<file path="src/design/hmq_pkg.sv">
// Shared types and constants for the binary min-heap queue.
package hmq_pkg;

  // Operation codes
  typedef enum logic [1:0] {
    OP_INSERT   = 2'd0,
    OP_EXTRACT  = 2'd1,
    OP_DECREASE = 2'd2,
    OP_DELETE   = 2'd3
  } op_e;

  // Result status codes
  typedef enum logic [1:0] {
    ST_OK    = 2'd0,
    ST_EMPTY = 2'd1,
    ST_FULL  = 2'd2,
    ST_RANGE = 2'd3
  } status_e;

  // Sequencer states
  typedef enum logic [2:0] {
    S_IDLE,
    S_UP_RD,
    S_UP_CMP,
    S_ROOT_RD,
    S_ROOT_CMP,
    S_DN_RD,
    S_DN_CMP,
    S_FINISH
  } state_e;

  localparam logic signed [31:0] KeyMax = 32'sh7FFF_FFFF;
  localparam logic signed [31:0] KeyMin = 32'sh8000_0000;

  typedef struct packed {
    op_e                op;
    logic signed [31:0] key_value;
    logic [5:0]         slot_index;
  } heap_in_t;

  typedef struct packed {
    logic signed [31:0] min_key;
    status_e            status;
    logic [6:0]         entry_count;
  } heap_out_t;

endpackage

</file>
<file path="src/design/binary_min_heap_queue.sv">
// Binary min-heap priority queue held in a single synchronous memory.
//
// Channels: an input transfer carries op, key_value and slot_index; each one
// yields exactly one output transfer with min_key, status and entry_count.
// One operation is in flight at a time; in_ready_o is high only while the
// sequencer is idle. Each heap level takes a read state that issues the
// memory read and a compare state that compares the registered read data
// and writes back. Insert and decrease climb toward the root; extract
// takes the root, moves the last entry there and walks it down; delete
// is a climb to the root followed by an extract. The moving key stays in
// a register while the hole walks the tree, so every level writes one
// entry and reads at most two. Out-of-range, empty and full cases skip
// the tree and go straight to the result.
// Reset empties the heap at once (count cleared); memory contents are not
// cleared and are never read before being written.
// A result waits in the output register while the receiver stalls; the
// block finishes its next item and holds it until that register frees.
module binary_min_heap_queue #(
  parameter int CAPACITY = 64
) (
  input  logic              clk_i,
  input  logic              rst_ni,
  input  logic              in_valid_i,
  output logic              in_ready_o,
  input  hmq_pkg::heap_in_t in_data_i,
  output logic              out_valid_o,
  input  logic              out_ready_i,
  output hmq_pkg::heap_out_t out_data_o
);
  import hmq_pkg::*;

  localparam int AW = (CAPACITY > 1) ? $clog2(CAPACITY) : 1;
  localparam int CW = $clog2(CAPACITY + 1);
  localparam int LW = AW + 2;

  // Heap storage
  logic signed [31:0] heap_mem [CAPACITY];
  logic               mem_we;
  logic [AW-1:0]      mem_waddr, mem_raddr_a, mem_raddr_b;
  logic signed [31:0] mem_wdata, rd_a_q, rd_b_q;

  always_ff @(posedge clk_i) begin
    if (mem_we) begin
      heap_mem[mem_waddr] <= mem_wdata;
    end
    rd_a_q <= heap_mem[mem_raddr_a];
    rd_b_q <= heap_mem[mem_raddr_b];
  end

  // Control and working registers
  state_e             state_q, state_d;
  logic [CW-1:0]      count_q, count_d;
  logic [AW-1:0]      pos_q, pos_d;
  logic signed [31:0] key_q, key_d;
  op_e                op_q, op_d;
  logic signed [31:0] res_key_q, res_key_d;
  status_e            res_st_q, res_st_d;
  logic               out_valid_q, out_valid_d;
  heap_out_t          out_q, out_d;

  always_ff @(posedge clk_i or negedge rst_ni) begin
    if (!rst_ni) begin
      state_q     <= S_IDLE;
      count_q     <= '0;
      out_valid_q <= 1'b0;
    end else begin
      state_q     <= state_d;
      count_q     <= count_d;
      out_valid_q <= out_valid_d;
    end
  end

  always_ff @(posedge clk_i) begin
    pos_q     <= pos_d;
    key_q     <= key_d;
    op_q      <= op_d;
    res_key_q <= res_key_d;
    res_st_q  <= res_st_d;
    out_q     <= out_d;
  end

  // Tree arithmetic
  logic [AW-1:0]  parent;
  logic [LW-1:0]  lc, rc;
  logic [LW-1:0]  count_ext;
  logic [CW+5:0]  slot_ext, cnt_slot_ext;
  logic           rc_ok, take_l, take_r;

  assign parent       = (pos_q - AW'(1)) >> 1;
  assign lc           = {1'b0, pos_q, 1'b1};
  assign rc           = lc + LW'(1);
  assign count_ext    = LW'(count_q);
  assign slot_ext     = (CW + 6)'(in_data_i.slot_index);
  assign cnt_slot_ext = (CW + 6)'(count_q);
  assign rc_ok        = rc < count_ext;
  assign take_l       = rd_a_q < key_q;
  assign take_r       = rc_ok && (rd_b_q < (take_l ? rd_a_q : key_q));

  assign in_ready_o  = (state_q == S_IDLE);
  assign out_valid_o = out_valid_q;
  assign out_data_o  = out_q;

  // Sequencer: next state, memory access and result capture
  always_comb begin
    state_d     = state_q;
    count_d     = count_q;
    pos_d       = pos_q;
    key_d       = key_q;
    op_d        = op_q;
    res_key_d   = res_key_q;
    res_st_d    = res_st_q;
    out_d       = out_q;
    out_valid_d = out_valid_q && !out_ready_i;
    mem_we      = 1'b0;
    mem_waddr   = pos_q;
    mem_wdata   = key_q;
    mem_raddr_a = parent;
    mem_raddr_b = parent;

    case (state_q)
      S_IDLE: begin
        if (in_valid_i) begin
          op_d      = in_data_i.op;
          res_key_d = '0;
          res_st_d  = ST_OK;
          case (in_data_i.op)
            OP_INSERT: begin
              if (count_q >= CW'(CAPACITY)) begin
                res_st_d = ST_FULL;
                state_d  = S_FINISH;
              end else begin
                key_d   = in_data_i.key_value;
                pos_d   = AW'(count_q);
                count_d = count_q + CW'(1);
                state_d = S_UP_RD;
              end
            end
            OP_EXTRACT: begin
              if (count_q == '0) begin
                res_key_d = KeyMax;
                res_st_d  = ST_EMPTY;
                state_d   = S_FINISH;
              end else begin
                state_d = S_ROOT_RD;
              end
            end
            default: begin
              if (slot_ext >= cnt_slot_ext) begin
                res_st_d = ST_RANGE;
                state_d  = S_FINISH;
              end else begin
                key_d   = (in_data_i.op == OP_DELETE) ? KeyMin : in_data_i.key_value;
                pos_d   = AW'(in_data_i.slot_index);
                state_d = S_UP_RD;
              end
            end
          endcase
        end
      end

      // Climb: fetch the parent, or settle at the root
      S_UP_RD: begin
        if (pos_q == '0) begin
          mem_we  = 1'b1;
          state_d = (op_q == OP_DELETE) ? S_ROOT_RD : S_FINISH;
        end else begin
          state_d = S_UP_CMP;
        end
      end

      S_UP_CMP: begin
        mem_we = 1'b1;
        if (rd_a_q > key_q) begin
          mem_wdata = rd_a_q;
          pos_d     = parent;
          state_d   = S_UP_RD;
        end else begin
          state_d = (op_q == OP_DELETE) ? S_ROOT_RD : S_FINISH;
        end
      end

      // Take the root: read it and the last entry
      S_ROOT_RD: begin
        mem_raddr_a = '0;
        mem_raddr_b = AW'(count_q - CW'(1));
        count_d     = count_q - CW'(1);
        state_d     = S_ROOT_CMP;
      end

      S_ROOT_CMP: begin
        if (op_q == OP_EXTRACT) begin
          res_key_d = rd_a_q;
        end
        key_d   = rd_b_q;
        pos_d   = '0;
        state_d = (count_q == '0) ? S_FINISH : S_DN_RD;
      end

      // Descend: fetch both children, or settle at a leaf
      S_DN_RD: begin
        mem_raddr_a = AW'(lc);
        mem_raddr_b = AW'(rc);
        if (lc >= count_ext) begin
          mem_we  = 1'b1;
          state_d = S_FINISH;
        end else begin
          state_d = S_DN_CMP;
        end
      end

      S_DN_CMP: begin
        mem_we = 1'b1;
        if (take_r) begin
          mem_wdata = rd_b_q;
          pos_d     = AW'(rc);
          state_d   = S_DN_RD;
        end else if (take_l) begin
          mem_wdata = rd_a_q;
          pos_d     = AW'(lc);
          state_d   = S_DN_RD;
        end else begin
          state_d = S_FINISH;
        end
      end

      // Hand the result to the output register once it frees
      S_FINISH: begin
        if (!out_valid_q || out_ready_i) begin
          out_d.min_key     = res_key_q;
          out_d.status      = res_st_q;
          out_d.entry_count = 7'(count_q);
          out_valid_d       = 1'b1;
          state_d           = S_IDLE;
        end
      end

      default: state_d = S_IDLE;
    endcase
  end

endmodule

</file>
<file path="config.mk">
export PLATFORM = sky130hd
export DESIGN_NAME = binary_min_heap_queue
export DESIGN_NICKNAME = d
export VERILOG_FILES = /design/src/design/hmq_pkg.sv /design/src/design/binary_min_heap_queue.sv
export SDC_FILE = /design/constraint.sdc
export NUM_CORES = 2
export LEC_CHECK = 0
export ABC_AREA = 1
export BUFFER_PORTS_ARGS = -buffer_cell sky130_fd_sc_hd__buf_2
export CELL_PAD_IN_SITES_DETAIL_PLACEMENT = 1
export CELL_PAD_IN_SITES_GLOBAL_PLACEMENT = 1
export CORE_MARGIN = 5
export CORE_UTILIZATION = 40
export DETAILED_ROUTE_END_ITERATION = 12
export PLACE_DENSITY_LB_ADDON = 0.1
export SETUP_SLACK_MARGIN = 0.5
export SYNTH_ARGS = -nofsm -noshare
export SYNTH_HDL_FRONTEND = slang
export SYNTH_SLANG_ARGS = --single-unit
export TNS_END_PERCENT = 5
</file>
<file path="constraint.sdc">
create_clock -name clk_i -period 6.1 [get_ports clk_i]
set_input_delay 0.305 -clock clk_i [delete_from_list [all_inputs] [get_ports clk_i]]
set_output_delay 0.305 -clock clk_i [all_outputs]
set_load 0.02 [all_outputs]
</file>
Yosys cells after proc, flatten, opt, wreduce, memory -nomap -nowiden:

Memory sizes are Yosys's and may differ from the RTL's. A register that Yosys moved wholly into a read port is not among the register bits.
Index checks and enable logic that the tools add are counted.

* add/sub/neg operators: 4
* magnitude comparators: 7
* equality and inequality tests: 21
* muxes and demuxes: 54
* reductions and logical operators: 20

Operators with widths (number)
* $mux W32: 9
* $pmux W32 S2: 4
* $lt A32 B32 Y1: 2
* $mux W31: 2
* $mux W6: 6
* $pmux W6 S2: 3
* $gt A32 B32 Y1: 1
* $mux W3: 8
* $pmux W3 S8: 1
* $pmux W6 S4: 1
* $mux W7: 3
* $pmux W7 S2: 1
* $eq A3 B3 Y1 const B: 4
* $ne A2 B2 Y1 const B: 6
* $mux W2: 5
* $add A7 B1 Y8 const B: 1
* $lt A8 B7 Y1: 1
* $mux W1: 8
* $add A7 B1 Y7 const B: 1
* $ge A6 B7 Y1: 1
* $ge A7 B7 Y1: 1
* $ge A7 B7 Y1 const B: 1
* $logic_not A7 Y1: 1
* $reduce_and A7 Y1: 1
* other kinds (25): 34

* register bits: 126
* RAM bits: 2048
* output and inout bits: 43
* memories: 1

Memory list
* heap_mem: depth 64, bits a word 32, read ports 2, clocked after Yosys merged registers in 2, write ports 1, RTL line binary_min_heap_queue.sv:37 `logic signed [31:0] heap_mem [CAPACITY];`

Logic depth before layout (Yosys ltp):

* depth in word-level cells: 6
* gate-level depth with buffers: 37
* gate-level depth less buffers: 34

Least setup slack after synthesis:

No wires, ideal clock.

* path kind: flip-flop to flip-flop
* start: reg key_q[31]
* end: mem heap_mem[0][23] (data pin)
* library setup time: 0.518 ns
* arrival: 5.068 ns
* setup slack: 0.514 ns
* cell stages (with the launch flop): 28
* path buffers: 3
* clock period less this slack: 5.586 ns
* cell sequence: edfxtp_1 > inv_1 > ha_1 > a21oi_1 > o21a_1 > nand2_1 > a21oi_1 > nand3_1 > nand2_1 > clkbuf_1 > nand2_1 > o21ai_0 > ha_1 > nand2_1 > inv_1 > nand3_1 > a31oi_1 > a2111oi_0 > nand2_1 > nand2_1 > nand2_1 > nand2_1 > nand3_2 > buf_6 > buf_6 > nand2_1 > o21ai_1 > o21ai_1

* word-level cells in the longest chain between the ends: 6
* elaborated cells on any way between the ends: 8
* those cells by class: order compare: 3; mux: 4; reduce/logical: 1

Ends and longest elaborated chain
* start: declaration: RTL line binary_min_heap_queue.sv:54 `logic signed [31:0] key_q, key_d;`
* start signal: assignment: RTL line binary_min_heap_queue.sv:75 `key_q <= key_d;`
* $lt A32 B32 Y1: RTL line binary_min_heap_queue.sv:96 `assign take_l = rd_a_q < key_q;`
* $mux W32: RTL line binary_min_heap_queue.sv:97, binary_min_heap_queue.sv:217
* $lt A32 B32 Y1: RTL line binary_min_heap_queue.sv:97 `assign take_r = rc_ok && (rd_b_q < (take_l ? rd_a_q : key_q));`
* $logic_and A1 B1 Y1: RTL line binary_min_heap_queue.sv:97
* $mux W32: RTL line binary_min_heap_queue.sv:213 `if (take_r) begin`
* $pmux W32 S2 (*): RTL line binary_min_heap_queue.sv:120 `case (state_q)`
* named net mem_wdata[23]: RTL line binary_min_heap_queue.sv:40 `logic signed [31:0] mem_wdata, rd_a_q, rd_b_q;`
* end: declaration: RTL line binary_min_heap_queue.sv:37

The timed path passes the listed nets; every way through them passes the cells marked *.

Worst setup path after layout:

* start: reg key_q[31]
* end: mem heap_mem[18][31] (data pin)

Same word-level chain as after synthesis.

==> flow_summary.ini <==
[logic_synthesis]
yosys.area_share.simple_pct = 14.68
synth-edff-count = 2163
synth_compound_gate_area_share_pct = 17.27
synthArstFlopShare_pct = 0.4915
syn_avg_cell_area_sq_um = 9.303
synth_flop_cell = edfxtp_1
synth-seq-cells = 2238
muxShareOfSynthArea_pct = 0.01971
synth_top_family_by_area = compound AO/OA/AOI/OAI gates
syn_area_sq_um = 114300
yosys_warnings = 0
syn_nets = 12418
synth-xor-area-share_pct = 0.06132
ys_seq_area_share_pct = 58.20
syn_inst = 12283
ys_types = 51
synth_fa_ha_area_share_pct = 0.9964

[floorplanning]
core_sq_um = 284700
start_util_pct = 40.13
die-area_sq_um = 296500
die_h_microns = 544.5
io_pins = 87
die_w_microns = 544.5
rows = 196

[cts]
cts_max_path_buffers = 4
cts_htree_levels = 5
post-cts-setup-buffer-count = 0
clkTransAtPathRegs_ps = 60
clk_latency_ps = 910
cts_buffers = 270
clock-root-buffer = clkbuf_16
cts_tree = yes
clock-sinks = 2238

[grt]
first_global_vias = 95835
grt_antenna_before_repair = 18
grtUsageTotal_pct = 30.38
grt_max_degree = 226
grt-ovfl-total = 0
grt_pass1_wl_microns = 663500

[drt]
drcViolationCount = 0
antenna_left = 0
drtIter0Drc = 9598
vias = 96202
dr.pass1.iters = 5
avgRoutedWirePerCell_microns = 28.79
drt_wl_total_microns = 463100
avgViaCountPerCell = 5.981

[sta]
fin_skew_ps = 48.16
slew_headroom_pct = -6.839
rsz0062_at_grt = false
worst_pin_slew_ps = 1594
final_max_slew_viol_count = 4
final.setup.tns_ps = 0
hold_violations = 0
setup_violations = 0
fin_crit_sh_pct = 88.36
fin_crit_ps = 5390
fmax_mhz = 185.5

[critical_path]
cp.required_ps = 6670
worstPathArrival_ps = 5960
critPathSlowestCell = or3_1
criticalPathCategory = reg -> reg
path_delay_family = simple AND/OR/NAND/NOR gates
slowest_delay_ps = 430
critPathMostFrequentCell = nand2_1
crit_fanout = 64
crit_path_start_kind = register
end_kind = register
cp_num_buf_inv = 5

[place]
port_buffers = 86
place.detailed.hpwl_microns = 269400
gp_congestion = 0.8988

[final_layout]
drive_above_1_share_pct = 7.809
final_common_cell = nand2_1
final_cell_mix = 2,311 x nand2_1, 2,163 x edfxtp_1, 1,643 x inv_1
nets = 12253
area_growth_pct = 14.01

[min_path]
hold_path_class = in -> reg

[outcome]
status = complete, but fails checks
violations = capacitance limit, slew limit

[job]
maxCapViolations = 1
metal layers:
metal | global-route usage, % | routed length (microns)
met1 | 41.94 | 198800
met2 | 48.71 | 211000
met3 | 4.896 | 36430
met4 | 10.47 | 16930
met5 | 0 | 17
final timing paths:
| check | from | endpoint | slack, ps | depth (start not counted) |
|---|---|---|---|---|
| max | key_q[31]$_DFFE_PP_ | heap_mem[18][31]$_DFFE_PP_ | 710 | 25 |
| min | in_data_i[38] | op_q[0]$_DFFE_PP_ | 200 | 2 |
| max reg2reg | key_q[31]$_DFFE_PP_ | heap_mem[18][31]$_DFFE_PP_ | 710 | 25 |
| min reg2reg | res_key_q[23]$_DFFE_PP_ | out_data_o[32]$_DFFE_PP_ | 420 | 0 |
| max in group asynchronous | rst_ni | count_q[5]$_DFFE_PN0P_ | 5190 | 3 |
| min in group asynchronous | rst_ni | out_valid_o$_DFF_PN0_ | 480 | 3 |
per-stage QoR:
step	setup WS [ps]	instance area (sq um)	std cells	util [%]	hold slack (ps)
floorplan	514.0	114300	12283	-	9.409
global placement	341.0	121300	15563	42.59	219.8
detailed placement	287.1	121300	15563	42.59	220.1
CTS	608.2	130200	16080	45.74	128.8
global route	532.9	130300	16083	45.76	188.4
finish	710.2	130300	16084	45.76	197.3
synth_stat cells (all sizes together), types with 3 or more instances:
| cell | n | share of area (%) |
|---|---|---|
| a211oi | 3 | 0.020 |
| nand2 | 2319 | 7.6 |
| nor2 | 192 | 0.64 |
| clkbuf | 638 | 2.1 |
| buf | 300 | 1.2 |
| o221ai | 19 | 0.15 |
| dfxtp | 64 | 1.1 |
| o21ai | 1699 | 7.4 |
| edfxtp | 2163 | 57 |
| o21bai | 3 | 0.020 |
| a221oi | 17 | 0.13 |
| a221o | 9 | 0.079 |
| nand3 | 1405 | 6.2 |
| xor2 | 6 | 0.046 |
| clkinv | 7 | 0.023 |
| nand4 | 7 | 0.038 |
| o22ai | 76 | 0.42 |
| a21oi | 545 | 2.4 |
| inv | 1654 | 5.4 |
| ha | 91 | 1.0 |
| o211ai | 981 | 6.4 |
| dfrtp | 11 | 0.24 |
| nor3 | 32 | 0.15 |
| o21a | 5 | 0.033 |
| o311ai | 8 | 0.061 |
| a31oi | 6 | 0.033 |
timing repair:
item	CTS	global route
hold endpoints to repair	61	0
gates resized for setup	2	6
hold buffers	44	0
setup endpoints to repair	1900	1944
cloned	0	1
state kept, by name (all words and copies together) (netlist names):
register	cells
heap_mem	2048
rd_a_q	32
rd_b_q	32
key_q	32
res_key_q	32
res_st_q	2
state_q	3
count_q	7
out_valid_o	1
op_q	2
out_data_o	41
mem_waddr	6
final cells by class:
cell class | count | area, sq um
antenna | 3 | 7.507
fill | 31678 | 154400
multi-input combinational | 7446 | 38700
tap | 3762 | 4707
timing repair buffer | 501 | 5550
inverter | 1661 | 6280
clock buffer | 346 | 7356
clock inverter | 127 | 1172
sequential | 2238 | 66510
worst register-to-register path, stage by stage (launching register included):
cell	delay (ps)
edfxtp_1	370
inv_1	70
ha_1	380
nand2_2	100
nor3_2	330
and3_1	260
nand2_2	100
nand2_2	100
nand2_1	110
nand2_4	220
buf_4	270
o21ai_0	170
ha_1	360
nand4_1	150
or3_1	430
nor4_1	220
nand2_1	160
nand2_1	90
nand2_1	60
nand3_2	100
buf_4	250
buf_4	170
nand2_1	60
o21ai_1	160
o21ai_4	90
buf_12	190
cell families after synthesis:
| group | after synthesis |
|---|---|
| AND/OR/NAND/NOR | 3966 |
| AO/OA/AOI/OAI | 3379 |
| buffers and inverters | 2599 |
| flip-flops | 2238 |
| adder cells (fa/ha/maj) | 91 |
| XOR/XNOR | 8 |
| multiplexers | 2 |
Power is left out: the tool's default activity adds up to more than one toggle a clock period on the data nets, which glitch-free logic cannot reach.
